--- src/rtl/core/csa_pkg.sv ---
// Package for the contiguous slot allocator: word types, operation codes,
// controller states and the command/status structs. No dependencies.
package csa_pkg;

  localparam int SLOTS = 256;
  localparam int IDX_W = $clog2(SLOTS);
  localparam int CNT_W = IDX_W + 1;

  localparam logic [1:0] FN_BOOK    = 2'd0;
  localparam logic [1:0] FN_RELEASE = 2'd1;
  localparam logic [1:0] FN_USE     = 2'd2;
  localparam logic [1:0] FN_NONE    = 2'd3;

  typedef struct packed {
    logic [1:0] func;
    logic [7:0] slot;
    logic [8:0] run_length;
  } csa_in_t;

  typedef struct packed {
    logic [8:0] position;
    logic       from_released;
  } csa_out_t;

  typedef enum logic [2:0] {
    ST_IDLE,
    ST_EXEC,
    ST_SCAN_RD,
    ST_SCAN_EV,
    ST_CLR,
    ST_SH_RD,
    ST_SH_WR,
    ST_DONE
  } csa_state_t;

  typedef struct packed {
    logic load;
    logic do_release;
    logic do_use;
    logic scan_start;
    logic scan_rd;
    logic scan_ev;
    logic clr_step;
    logic sh_rd;
    logic sh_wr;
    logic shrink;
    logic res_fresh;
    logic res_zero;
    logic res_hit;
    logic out_load;
  } csa_cmd_t;

  typedef struct packed {
    logic [1:0]       func;
    logic             rel_empty;
    logic             none_in_use;
    logic             len_zero;
    logic             hit;
    logic             scan_last;
    logic             clr_last;
    logic             sh_done;
    logic             out_free;
    logic [CNT_W-1:0] rel_count;
  } csa_status_t;

endpackage

--- src/rtl/core/csa_ctrl.sv ---
// Controller of the contiguous slot allocator: sequences decode, scan,
// removal and result hand-off. Depends on csa_pkg.
module csa_ctrl (
  input  logic                 clk,
  input  logic                 rst_n,
  input  logic                 in_valid,
  output logic                 in_stall,
  input  csa_pkg::csa_status_t st,
  output csa_pkg::csa_cmd_t    cmd
);
  import csa_pkg::*;

  csa_state_t state_r, state_nxt;

  always_ff @(posedge clk) begin
    if (!rst_n) begin
      state_r <= ST_IDLE;
    end else begin
      state_r <= state_nxt;
    end
  end

  always_comb begin
    state_nxt = state_r;
    unique case (state_r)
      ST_IDLE: begin
        if (in_valid) state_nxt = ST_EXEC;
      end
      ST_EXEC: begin
        priority if (st.func == FN_BOOK) begin
          priority if (st.rel_empty || st.none_in_use || st.len_zero) state_nxt = ST_DONE;
          else state_nxt = ST_SCAN_RD;
        end else begin
          state_nxt = ST_IDLE;
        end
      end
      ST_SCAN_RD: state_nxt = ST_SCAN_EV;
      ST_SCAN_EV: begin
        priority if (st.hit) state_nxt = ST_CLR;
        else if (st.scan_last) state_nxt = ST_DONE;
        else state_nxt = ST_SCAN_RD;
      end
      ST_CLR: begin
        if (st.clr_last) state_nxt = ST_SH_RD;
      end
      ST_SH_RD: begin
        if (st.sh_done) state_nxt = ST_DONE;
        else state_nxt = ST_SH_WR;
      end
      ST_SH_WR: state_nxt = ST_SH_RD;
      ST_DONE: begin
        if (st.out_free) state_nxt = ST_IDLE;
      end
      default: state_nxt = ST_IDLE;
    endcase
  end

  always_comb begin
    cmd      = '0;
    in_stall = 1'b1;
    unique case (state_r)
      ST_IDLE: begin
        in_stall = 1'b0;
        cmd.load = in_valid;
      end
      ST_EXEC: begin
        unique case (st.func)
          FN_RELEASE: cmd.do_release = 1'b1;
          FN_USE:     cmd.do_use = 1'b1;
          FN_BOOK: begin
            priority if (st.rel_empty) cmd.res_fresh = 1'b1;
            else if (st.none_in_use) cmd.res_zero = 1'b1;
            else if (st.len_zero) cmd.res_fresh = 1'b1;
            else cmd.scan_start = 1'b1;
          end
          default: ;
        endcase
      end
      ST_SCAN_RD: cmd.scan_rd = 1'b1;
      ST_SCAN_EV: begin
        cmd.scan_ev = 1'b1;
        priority if (st.hit) cmd.res_hit = 1'b1;
        else if (st.scan_last) cmd.res_fresh = 1'b1;
        else ;
      end
      ST_CLR:  cmd.clr_step = 1'b1;
      ST_SH_RD: begin
        if (st.sh_done) cmd.shrink = 1'b1;
        else cmd.sh_rd = 1'b1;
      end
      ST_SH_WR: cmd.sh_wr = 1'b1;
      ST_DONE:  cmd.out_load = st.out_free;
      default: ;
    endcase
  end

endmodule

--- src/rtl/core/csa_dp.sv ---
// Datapath of the contiguous slot allocator: released-list memory, bitmaps,
// counters, scan registers and the output register. Depends on csa_pkg.
module csa_dp (
  input  logic                 clk,
  input  logic                 rst_n,
  input  csa_pkg::csa_in_t     in_word,
  input  csa_pkg::csa_cmd_t    cmd,
  output csa_pkg::csa_status_t st,
  input  logic                 out_stall,
  output logic                 out_valid,
  output csa_pkg::csa_out_t    out_word
);
  import csa_pkg::*;

  logic [7:0]       list_mem [SLOTS];
  logic [7:0]       rd_data_r;
  csa_in_t          item_r;
  logic [SLOTS-1:0] in_use_r, in_use_nxt;
  logic [SLOTS-1:0] listed_r, listed_nxt;
  logic [CNT_W-1:0] rel_count_r, rel_count_nxt;
  logic [CNT_W-1:0] use_count_r, use_count_nxt;
  logic [CNT_W-1:0] fresh_r, fresh_nxt;
  logic [CNT_W-1:0] idx_r, idx_nxt;
  logic [CNT_W-1:0] run_r, run_nxt;
  logic [CNT_W-1:0] k_r, k_nxt;
  logic [CNT_W-1:0] first_r, first_nxt;
  logic [7:0]       prev_r;
  logic [8:0]       pos_r, pos_nxt;
  logic             flag_r, flag_nxt;
  logic             out_valid_r, out_valid_nxt;
  csa_out_t         out_r;

  logic [IDX_W-1:0] s_idx;
  logic [IDX_W-1:0] clr_idx;
  logic [CNT_W:0]   sh_src;
  logic [CNT_W-1:0] len;
  logic             rel_ok;

  assign s_idx   = item_r.slot[IDX_W-1:0];
  assign len     = item_r.run_length;
  assign clr_idx = first_r[IDX_W-1:0] + k_r[IDX_W-1:0];
  assign sh_src  = {1'b0, idx_r} + {1'b0, len};
  assign rel_ok  = !listed_r[s_idx] && in_use_r[s_idx] && (rel_count_r < CNT_W'(SLOTS));

  // Length of the ascending run that ends at the entry just read.
  always_comb begin
    if (idx_r != '0 && ({1'b0, prev_r} + 9'd1) == {1'b0, rd_data_r}) begin
      run_nxt = run_r + 1'b1;
    end else begin
      run_nxt = CNT_W'(1);
    end
  end

  always_ff @(posedge clk) begin
    if (cmd.scan_rd) begin
      rd_data_r <= list_mem[idx_r[IDX_W-1:0]];
    end else if (cmd.sh_rd) begin
      rd_data_r <= list_mem[sh_src[IDX_W-1:0]];
    end
    if (cmd.do_release && rel_ok) begin
      list_mem[rel_count_r[IDX_W-1:0]] <= item_r.slot;
    end else if (cmd.sh_wr) begin
      list_mem[idx_r[IDX_W-1:0]] <= rd_data_r;
    end
  end

  always_comb begin
    in_use_nxt    = in_use_r;
    listed_nxt    = listed_r;
    rel_count_nxt = rel_count_r;
    use_count_nxt = use_count_r;
    fresh_nxt     = fresh_r;
    idx_nxt       = idx_r;
    k_nxt         = k_r;
    first_nxt     = first_r;
    pos_nxt       = pos_r;
    flag_nxt      = flag_r;
    out_valid_nxt = out_valid_r && out_stall;

    if (cmd.do_release && rel_ok) begin
      in_use_nxt[s_idx] = 1'b0;
      listed_nxt[s_idx] = 1'b1;
      rel_count_nxt     = rel_count_r + 1'b1;
      use_count_nxt     = use_count_r - 1'b1;
    end
    if (cmd.do_use) begin
      if (fresh_r == {1'b0, item_r.slot}) fresh_nxt = fresh_r + 1'b1;
      if (!in_use_r[s_idx]) use_count_nxt = use_count_r + 1'b1;
      in_use_nxt[s_idx] = 1'b1;
    end
    if (cmd.scan_start) idx_nxt = '0;
    if (cmd.scan_ev) begin
      if (run_nxt >= len) begin
        idx_nxt   = idx_r - len + 1'b1;
        first_nxt = {1'b0, rd_data_r} - len + 1'b1;
        k_nxt     = '0;
      end else begin
        idx_nxt = idx_r + 1'b1;
      end
    end
    if (cmd.clr_step) begin
      if (in_use_r[clr_idx]) use_count_nxt = use_count_r - 1'b1;
      in_use_nxt[clr_idx] = 1'b0;
      listed_nxt[clr_idx] = 1'b0;
      k_nxt = k_r + 1'b1;
    end
    if (cmd.sh_wr) idx_nxt = idx_r + 1'b1;
    if (cmd.shrink) rel_count_nxt = rel_count_r - len;
    if (cmd.res_fresh) begin
      pos_nxt  = fresh_r;
      flag_nxt = 1'b0;
    end
    if (cmd.res_zero) begin
      fresh_nxt = '0;
      pos_nxt   = '0;
      flag_nxt  = 1'b0;
    end
    if (cmd.res_hit) begin
      pos_nxt  = {1'b0, rd_data_r} - len + 1'b1;
      flag_nxt = 1'b1;
    end
    if (cmd.out_load) out_valid_nxt = 1'b1;
  end

  always_ff @(posedge clk) begin
    if (!rst_n) begin
      in_use_r    <= '0;
      listed_r    <= '0;
      rel_count_r <= '0;
      use_count_r <= '0;
      fresh_r     <= '0;
      out_valid_r <= 1'b0;
    end else begin
      in_use_r    <= in_use_nxt;
      listed_r    <= listed_nxt;
      rel_count_r <= rel_count_nxt;
      use_count_r <= use_count_nxt;
      fresh_r     <= fresh_nxt;
      out_valid_r <= out_valid_nxt;
    end
  end

  always_ff @(posedge clk) begin
    if (cmd.load) item_r <= in_word;
    if (cmd.scan_start) run_r <= '0;
    if (cmd.scan_ev) begin
      run_r  <= run_nxt;
      prev_r <= rd_data_r;
    end
    idx_r   <= idx_nxt;
    k_r     <= k_nxt;
    first_r <= first_nxt;
    pos_r   <= pos_nxt;
    flag_r  <= flag_nxt;
    if (cmd.out_load) begin
      out_r.position      <= pos_r;
      out_r.from_released <= flag_r;
    end
  end

  assign out_valid = out_valid_r;
  assign out_word  = out_r;

  assign st.func        = item_r.func;
  assign st.rel_empty   = (rel_count_r == '0);
  assign st.none_in_use = (use_count_r == '0);
  assign st.len_zero    = (len == '0);
  assign st.hit         = (run_nxt >= len);
  assign st.scan_last   = (idx_r == rel_count_r - 1'b1);
  assign st.clr_last    = (k_r == len - 1'b1);
  assign st.sh_done     = (sh_src >= {1'b0, rel_count_r});
  assign st.out_free    = !out_valid_r || !out_stall;
  assign st.rel_count   = rel_count_r;

endmodule

--- src/rtl/core/contiguous_slot_allocator.sv ---
// Top level of the contiguous slot allocator: joins the controller and the
// datapath. Depends on csa_pkg, csa_ctrl and csa_dp.
//
//   channel   direction   word type    handshake
//   in_       input       csa_in_t     in_valid / in_stall
//   out_      output      csa_out_t    out_valid / out_stall
//
// One word is worked on at a time. A release or use goes from its execute
// state straight back to idle. A book ends before the scan, ends when the
// scan finds no run, or on a hit clears run_length slots and compacts the
// released list. The scan and the compaction walk the released-list memory
// one entry at a time through its single read port. Reset clears the bitmaps
// and counters at once; no clearing pass is needed. A word may be accepted
// while a result is still held by out_stall; a finished book then waits for
// the output.
module contiguous_slot_allocator (
  input  logic              clk,
  input  logic              rst_n,
  input  logic              in_valid,
  output logic              in_stall,
  input  csa_pkg::csa_in_t  in_word,
  output logic              out_valid,
  input  logic              out_stall,
  output csa_pkg::csa_out_t out_word
);
  import csa_pkg::*;

  csa_cmd_t    cmd;
  csa_status_t st;

  // The controller decides what happens each cycle and holds the FSM state; the datapath holds all other state.
  csa_ctrl u_ctrl (
    .clk      (clk),
    .rst_n    (rst_n),
    .in_valid (in_valid),
    .in_stall (in_stall),
    .st       (st),
    .cmd      (cmd)
  );

  csa_dp u_dp (
    .clk       (clk),
    .rst_n     (rst_n),
    .in_word   (in_word),
    .cmd       (cmd),
    .st        (st),
    .out_stall (out_stall),
    .out_valid (out_valid),
    .out_word  (out_word)
  );

  // An accepted word makes the block raise in_stall before it can accept another.
  a_busy_after_accept: assert property (@(posedge clk) disable iff (!rst_n)
    in_valid && !in_stall |=> in_stall)
    else $error("input accepted twice in a row");

  // The released list never holds more entries than there are slots.
  a_count_bound: assert property (@(posedge clk) disable iff (!rst_n)
    st.rel_count <= CNT_W'(SLOTS))
    else $error("released count out of range");

  // A slot granted from the released list is a real slot number.
  a_grant_range: assert property (@(posedge clk) disable iff (!rst_n)
    out_valid && out_word.from_released |-> out_word.position < 9'(SLOTS))
    else $error("granted slot out of range");

endmodule
--- config.mk ---
export PLATFORM = sky130hd
export DESIGN_NAME = contiguous_slot_allocator
export DESIGN_NICKNAME = d
export VERILOG_FILES = /design/src/rtl/core/csa_pkg.sv /design/src/rtl/core/csa_ctrl.sv /design/src/rtl/core/csa_dp.sv /design/src/rtl/core/contiguous_slot_allocator.sv
export SDC_FILE = /design/constraint.sdc
export NUM_CORES = 2
export LEC_CHECK = 0
export BUFFER_PORTS_ARGS = -buffer_cell sky130_fd_sc_hd__buf_2
export CAP_MARGIN = 20
export CORE_ASPECT_RATIO = 0.7
export CORE_MARGIN = 1
export CORE_UTILIZATION = 32
export CTS_CLUSTER_DIAMETER = 150
export DETAILED_ROUTE_END_ITERATION = 7
export HOLD_SLACK_MARGIN = 0.1
export PLACE_DENSITY = 0.46
export SLEW_MARGIN = 10
export SYNTH_ARGS = -nofsm -noshare
export SYNTH_HDL_FRONTEND = slang
export SYNTH_SLANG_ARGS = --single-unit
--- constraint.sdc ---
create_clock -name clk -period 15.8 [get_ports clk]
set_clock_uncertainty 0.2 [all_clocks]
set_input_delay 3.16 -clock clk [delete_from_list [all_inputs] [get_ports clk]]
set_output_delay 3.16 -clock clk [all_outputs]
set_load 0.1 [all_outputs]
==> After elaboration in Yosys (flattened, before gate mapping) <==
Memories as Yosys holds them, arrays and structs flattened. A register that Yosys moved wholly into a read port is not among the register bits.
Index checks and enable logic that the tools add are counted.
{ "totals": {"ramBits": 2048, "register_bits": 633, "output_inout_bits": 12, "elab_cells": 189, "in_bits": 23, "mem_count": 1} }
{ "memory_table": {"columns": ["memory", "depth", "width", "rd", "rd_clocked_by_memory_dff", "wr", "line_no", "rtl"], "rows": [
  ["u_dp.list_mem", 256, 8, 2, 1, 1, "csa_dp.sv:15", "logic [7:0] list_mem [SLOTS];"]
]} }
{ "classes": {"bitwise": 8, "n_reduce_logical": 33, "n_eq_ne": 16, "n_addsub": 17, "mux": 87, "order_cmp": 7} }
{ "ops": {"columns": ["operator", "count"], "rows": [
  ["$mux W256", 5],
  ["$and A256 B256 Y256", 3],
  ["$not A256 Y256", 2],
  ["$or A256 B256 Y256", 2],
  ["$mux W9", 19],
  ["$add A9 B1 Y9 const B", 8],
  ["$mux W1", 42],
  ["$mux W8", 5],
  ["$logic_not A9 Y1", 3],
  ["$sub A9 B1 Y9 const B", 3],
  ["$bmux W1 S8", 3],
  ["$mux W3", 8],
  ["$pmux W3 S8", 1],
  ["$eq A9 B8 Y1", 2],
  ["$eq A9 B9 Y1", 2],
  ["$lt A8 B9 Y1 const B", 2],
  ["$sub A9 B9 Y9", 2],
  ["$demux W1 S8", 2],
  ["$ge A8 B1 Y1 const B", 2],
  ["$eq A3 B3 Y1 const B", 4],
  ["$reduce_bool A2 Y1", 6],
  ["$add A9 B9 Y10", 1],
  ["$ge A10 B9 Y1", 1],
  ["$add A8 B1 Y9 const B", 1],
  ["other kinds (24)", 39]
]} }

==> Logic depth before layout (Yosys ltp) <==
{ "logic_depth": {"word_depth": 12, "depth_mapped": 30, "depth_no_buf": 30} }

==> Hierarchy <==
Synthesis repeated with hierarchy kept, for this count alone.
{ "hier_totals": {"hier_cells": 8192, "area_unflattened_um2": 131054.4} }
{ "by_module_without_submodules": {"columns": ["module", "n_inst", "area_per_inst_um2", "cells_each", "seq_area_each_um2"], "rows": [
  ["csa_dp", 1, 130659.1, 8137, 75162.1],
  ["csa_ctrl", 1, 395.4, 55, 60.1]
]} }

==> Worst setup path after synthesis <==
OpenSTA, ideal clock, no wires.
{ "synth_timing": {"path_type": "register -> register", "start": "register u_dp.item_r (netlist bit u_dp.s_idx[0])", "end": "memory u_dp.list_mem[0][0] (data pin)", "setup_ns": 2.189, "synth_period_minus_slack_ns": 13.612, "path_stages_with_launch": 7, "path_buffers": 4, "slack_ns": 2.188, "t_arrival_ns": 11.223, "t_required_ns": 13.411, "path_cell_list": "edfxtp_1 buf_6 buf_8 buf_4 clkinv_1 clkbuf_1 o21ai_0"} }
{ "synth_via": {"elab_chain_len": 10, "word_cells_on_any_way": 12, "classes_between": "mux (7); reduce/logical (5)"} }
{ "synth_rtl": {"columns": ["element", "line_no", "rtl"], "rows": [
  ["start, declared", "csa_dp.sv:17", "csa_in_t item_r;"],
  ["start signal, assigned", "csa_dp.sv:144", "if (cmd.load) item_r <= in_word;"],
  ["$bmux W1 S8", "csa_dp.sv:43", "assign rel_ok = !listed_r[s_idx] && in_use_r[s_idx] && (rel_count_r < CNT_W'(SLOTS));"],
  ["$mux W1 (not written as such)", "csa_dp.sv:43", null],
  ["$logic_not A1 Y1", "csa_dp.sv:43", null],
  ["$logic_and A1 B1 Y1 (2 in a row)", "csa_dp.sv:43", null],
  ["$logic_and A1 B1 Y1", "csa_dp.sv:60", "if (cmd.do_release && rel_ok) begin"],
  ["$mux W1", "csa_dp.sv:60", null],
  ["$mux W1 (not written as such)", "csa_dp.sv:63", "list_mem[idx_r[IDX_W-1:0]] <= rd_data_r;"],
  ["$reduce_or A8 Y1 (no source line)", null, null],
  ["$mux W8 (no source line) *", null, null],
  ["end, declared", "csa_dp.sv:15", null]
]} }
Mark *: on every way between the ends. The rest lies on a longest branch, timed or not. The select of a mux whose other input is x is not followed.

==> Final worst setup path <==
{ "layout_timing": {"start": "register u_dp.item_r (netlist bit u_dp.s_idx[0])", "end": "register u_dp.in_use_r[115]"} }
{ "layout_via": {"elab_chain_len": 11, "word_cells_on_any_way": 20, "classes_between": "order compare (2); mux (9); bitwise (4); reduce/logical (5)"} }
{ "layout_rtl": {"columns": ["element", "line_no", "rtl"], "rows": [
  ["$lt A8 B9 Y1 (not written as such) (tied with other cells)", "csa_dp.sv:81, csa_dp.sv:89", null],
  ["$logic_and A1 B1 Y1 (not written as such) / $mux W1 (equally long branches)", "csa_dp.sv:81, csa_dp.sv:89, csa_dp.sv:43", null],
  ["$mux W1 (not written as such) / $logic_not A1 Y1 (equally long branches)", "csa_dp.sv:81, csa_dp.sv:89, csa_dp.sv:43", null],
  ["$demux W1 S8 / $logic_and A1 B1 Y1 (equally long branches)", null, null],
  ["$not A256 Y256 (no source line) / $logic_and A1 B1 Y1 (equally long branches)", null, null],
  ["$and A256 B256 Y256 (no source line) / $logic_and A1 B1 Y1 (equally long branches)", null, null],
  ["$mux W256", "csa_dp.sv:80", "if (cmd.do_release && rel_ok) begin"],
  ["$or A256 B256 Y256 (no source line)", null, null],
  ["$mux W256 *", "csa_dp.sv:86", "if (cmd.do_use) begin"],
  ["$and A256 B256 Y256 (no source line)", null, null],
  ["$mux W256 *", "csa_dp.sv:101", "if (cmd.clr_step) begin"],
  ["end signal, assigned", "csa_dp.sv:134", "in_use_r <= in_use_nxt;"],
  ["end, declared", "csa_dp.sv:18", "logic [SLOTS-1:0] in_use_r, in_use_nxt;"]
]} }
Marks and branches as above.
A chain may end at the register's enable or synchronous reset.

==> metrics.txt <==
DR DRC count 0; Reg clk slew, reported paths about 60 ps; VDD IR max around 0.000086 V; die height between 500 and 600 um; input/output buffers 34; core region area 0.4040 mm2; Clock Tree Buf Depth 4; fill cell count approximately 38000; crit-path most repeated cell buf_4; RSZ-0062 raised after global routing false; Sequential Power Share between 40% and 50%; Worst R2R Path Depth 13; Post-CTS Repair Setup Buffers 0; later-pin clock latency in the skew report a little over 900 ps; WP data arrival a little over 8000 ps; NumNets Final 8038; Psw approximately 5 mW; Tot Pwr 17.54 mW; startpoint types flop; number of global-route vias before repair 80055; ys flop type edfxtp_1; worst reg2reg endpoint u_dp.in_use_r[115]; Syn-to-layout area delta 12.31%; gr usage total 23.78%; Syn Inst Count about 8000; Gate power share roughly 16%; drt pass-1 iters 6; Crit Path Class reg -> reg; Yosys top cell by area edfxtp_1; DR iter-0 viols around 13000; Net Sw Frac around 28%; Final ANT Viol Nets 0; FF+latch count, synth about 2700; Tightest Pin Transition 1293 ps; max-slew violations 0; part of the cycle the worst path needs roughly 49%; cts hold-fix bufs 0; CTS Buf Count about 290; largest net degree at the start of global routing 193; first-pass GRT wire length 685600 um; Reg2Reg Setup Slack about 8100 ps; antenna violations before repair 63; Critical Path Fanout Max 80; critical path's top delay family buffers and inverters; WL per Instance 36.72 um; required time worst endpoint ~16000 ps; Synth area leaders edfxtp_1 (49%), mux4_2 (26%), dfxtp_1 (8.5%); Relative slew margins between 10% and 20%; Worst Hold Class reg -> reg; PD cells about 120 mW/mm2; Setup crit start u_dp.s_idx[0]; Tmin final 7691 ps; FP Rows 195; fmax ~130 MHz; Clock Power Share between 30% and 40%; synthesized net count 8146; starting density of the core between 30% and 40%; Max Cap Violations 0; htree depth 5; CTS Sinks ~2700; Worst Setup EP u_dp.in_use_r[115]; Worst Path Buf+Inv 5; DP HPWL between 300000 and 400000 um; Routability Congestion approximately 0.89; Cell Area, Synth 0.1302 mm2; grt ovf 0; R2R Path Start u_dp.s_idx[0]; Reg area approximately 0.075 mm2; Post-Syn Area per Cell around 16 um2; Worst Setup End Kind flop; Crit-path slowest cell buf_4; CTS tree built; Hold Vio Cnt, Final 0; Unique masters post-synth 73; Leak between 40 and 50 nW; number of synthesized flops with an enable pin around 2100; fraction of layout cells with a size suffix above 1 29.15%; width of the die around 760 um; status complete, no violations; Setup TNS 0 ps; post-CTS sizing 0; Root Driver clkbuf_16; internal power approximately 13 mW; Worst path depth 13; via count about 85000; setup violators final 0; top-area cell type share of the netlist area 49.30%; yosys synthesis warning count 0; Die ar. 0.4094 mm2; crit-path max cell delay ~930 ps; Multi-input gate area 0.05218 mm2; Via density a little over 6; FFs w/ async S/R, synth 0%; crit path cell chain buf_12, buf_4, mux4_2, a221oi_1, a221oi_1, nand4_1, or4_1, buf_4, or2_4, buf_4, buf_4, o31ai_1, a21oi_1; Top Ports 35; sequential area share after synthesis between 50% and 60%; drt total wl 498700 um
==> routing by layer <==
| metal | vias to the layer above | share of wire [%] | GRT usage (%) |
|---|---|---|---|
| met1 | 45896 | 46 | 37.89 |
| met5 | - | 0.032 | 0 |
| li1 | 32875 | - | - |
| met2 | 5197 | 40 | 31.35 |
| met4 | 24 | 2.0 | 4.415 |
| met3 | 592 | 12 | 7.492 |
==> worst min-delay path: cells and delay by family (launching register included) <==
kind	cells	cell delay (ps)
simple gates	1	70
compound gates	1	40
flops	1	320
==> cells in the mapped netlist (32+ instances only) <==
master	instances
nor3_1	49
ha_1	83
a21oi_1	304
o31ai_1	253
edfxtp_1	2137
a31oi_1	267
mux4_2	1514
inv_1	63
xor2_1	52
nand3_1	70
clkbuf_1	449
dfxtp_1	552
o21ai_0	339
mux2i_1	107
buf_6	32
nand2_1	479
nor2_1	658
buf_2	69
buf_1	142
xnor2_1	64
mux2_2	37
==> placed cells by master, fill, tap and decap left out, types with 15 or more instances in the layout <==
cell,count
edfxtp_1,2137
nand4_1,20
o31ai_1,250
nand3_1,50
mux4_2,1514
nor2b_1,20
nor2_1,633
buf_4,244
a22oi_1,22
o31ai_2,16
xor2_1,49
clkinv_1,52
o21ai_0,331
clkbuf_8,17
mux2_2,37
clkinvlp_4,17
inv_1,62
nand3_2,20
clkinv_2,32
buf_2,33
and3_1,20
nor3_1,39
nand2_1,473
diode_2,15
nor2_2,21
xnor2_1,62
mux2i_1,107
ha_1,81
clkbuf_1,63
bufinv_16,20
a21oi_1,304
dfxtp_1,546
clkbuf_16,300
a31oi_1,267
==> metrics by stage <==
step | std cells | setup WS (ps) | utilization [%] | hold WS [ps] | instance area (um2)
floorplan | 8035 | 2188 | - | 200.3 | 130200
global placement | 13037 | 8189 | 33.82 | 242.8 | 136700
detailed placement | 13046 | 8453 | 33.85 | 219.9 | 136800
CTS | 13563 | 8402 | 36.16 | 264.0 | 146100
global route | 13568 | 8035 | 36.17 | 274.1 | 146100
finish | 13582 | 8109 | 36.18 | 264.4 | 146200
==> logic make-up (layout without fill, tap and decap cells) <==
kind of cell             count (synthesis)  in the layout  share of synthesized area, %
multiplexers                          1658           1658                         27.34
flip-flops                            2689           2689                         57.79
other                                    0             15                             0
AO/OA/AOI/OAI                         1325           1325                         6.288
XOR/XNOR                               116            116                        0.7805
buffers and inverters                  765            880                         2.489
adder cells (fa/ha/maj)                 88             88                        0.8747
AND/OR/NAND/NOR                       1394           1394                         4.440
==> worst min-delay path by stage <==
stage	from	cells after the start	slack, ps	to
finish	u_dp.listed_r[78]	2	260	u_dp.listed_r[78]
global route	u_dp.pos_r[8]	0	270	u_dp.out_word[9]
CTS	u_dp.pos_r[2]	0	260	u_dp.out_word[3]
detailed placement	u_dp.pos_r[2]	0	220	u_dp.out_word[3]
global placement	u_dp.listed_r[219]	2	240	u_dp.listed_r[219]
floorplan	u_dp.pos_r[0]	0	200	u_dp.out_word[1]
==> power groups by stage <==
stage,clock [mW],sequential (mW),combinational [mW]
after global placement,0,7.93,2.77
after global routing,7.28,7.78,2.92
final,6.93,7.78,2.83
after CTS,7.02,7.78,2.79
after detailed placement,0,7.93,2.78
after floorplan,0,7.96,1.63
==> state kept, by name, summed over array words and instances, names as in the netlist, named ones only <==
signal / flops
u_dp.rel_count_r: 9
u_dp.first_r: 8
u_dp.out_valid: 1
u_dp.out_word: 10
u_dp.run_r: 9
u_dp.fresh_r: 9
u_dp.rd_data_r: 8
u_dp.listed_r: 256
u_dp.use_count_r: 9
u_dp.in_use_r: 256
u_dp.s_idx: 8
u_dp.list_mem: 2048
u_dp.pos_r: 9
u_dp.len: 9
u_dp.idx_r: 9
u_dp.k_r: 9
u_dp.flag_r: 1
u_ctrl.state_r: 3
u_dp.st: 2
u_dp.prev_r: 8
==> final cells by class <==
cell class                      instances  area share [%]
Multi-Input combinational cell       4581           35.69
Antenna cell                           15         0.02568
Tap cell                             5417           4.636
Clock inverter                        137          0.9338
Inverter                               66          0.1712
Sequential cell                      2689           51.47
Timing Repair Buffer                  297           1.612
Clock buffer                          380           5.457
No activity file was read; power rests on OpenSTA's default activity.
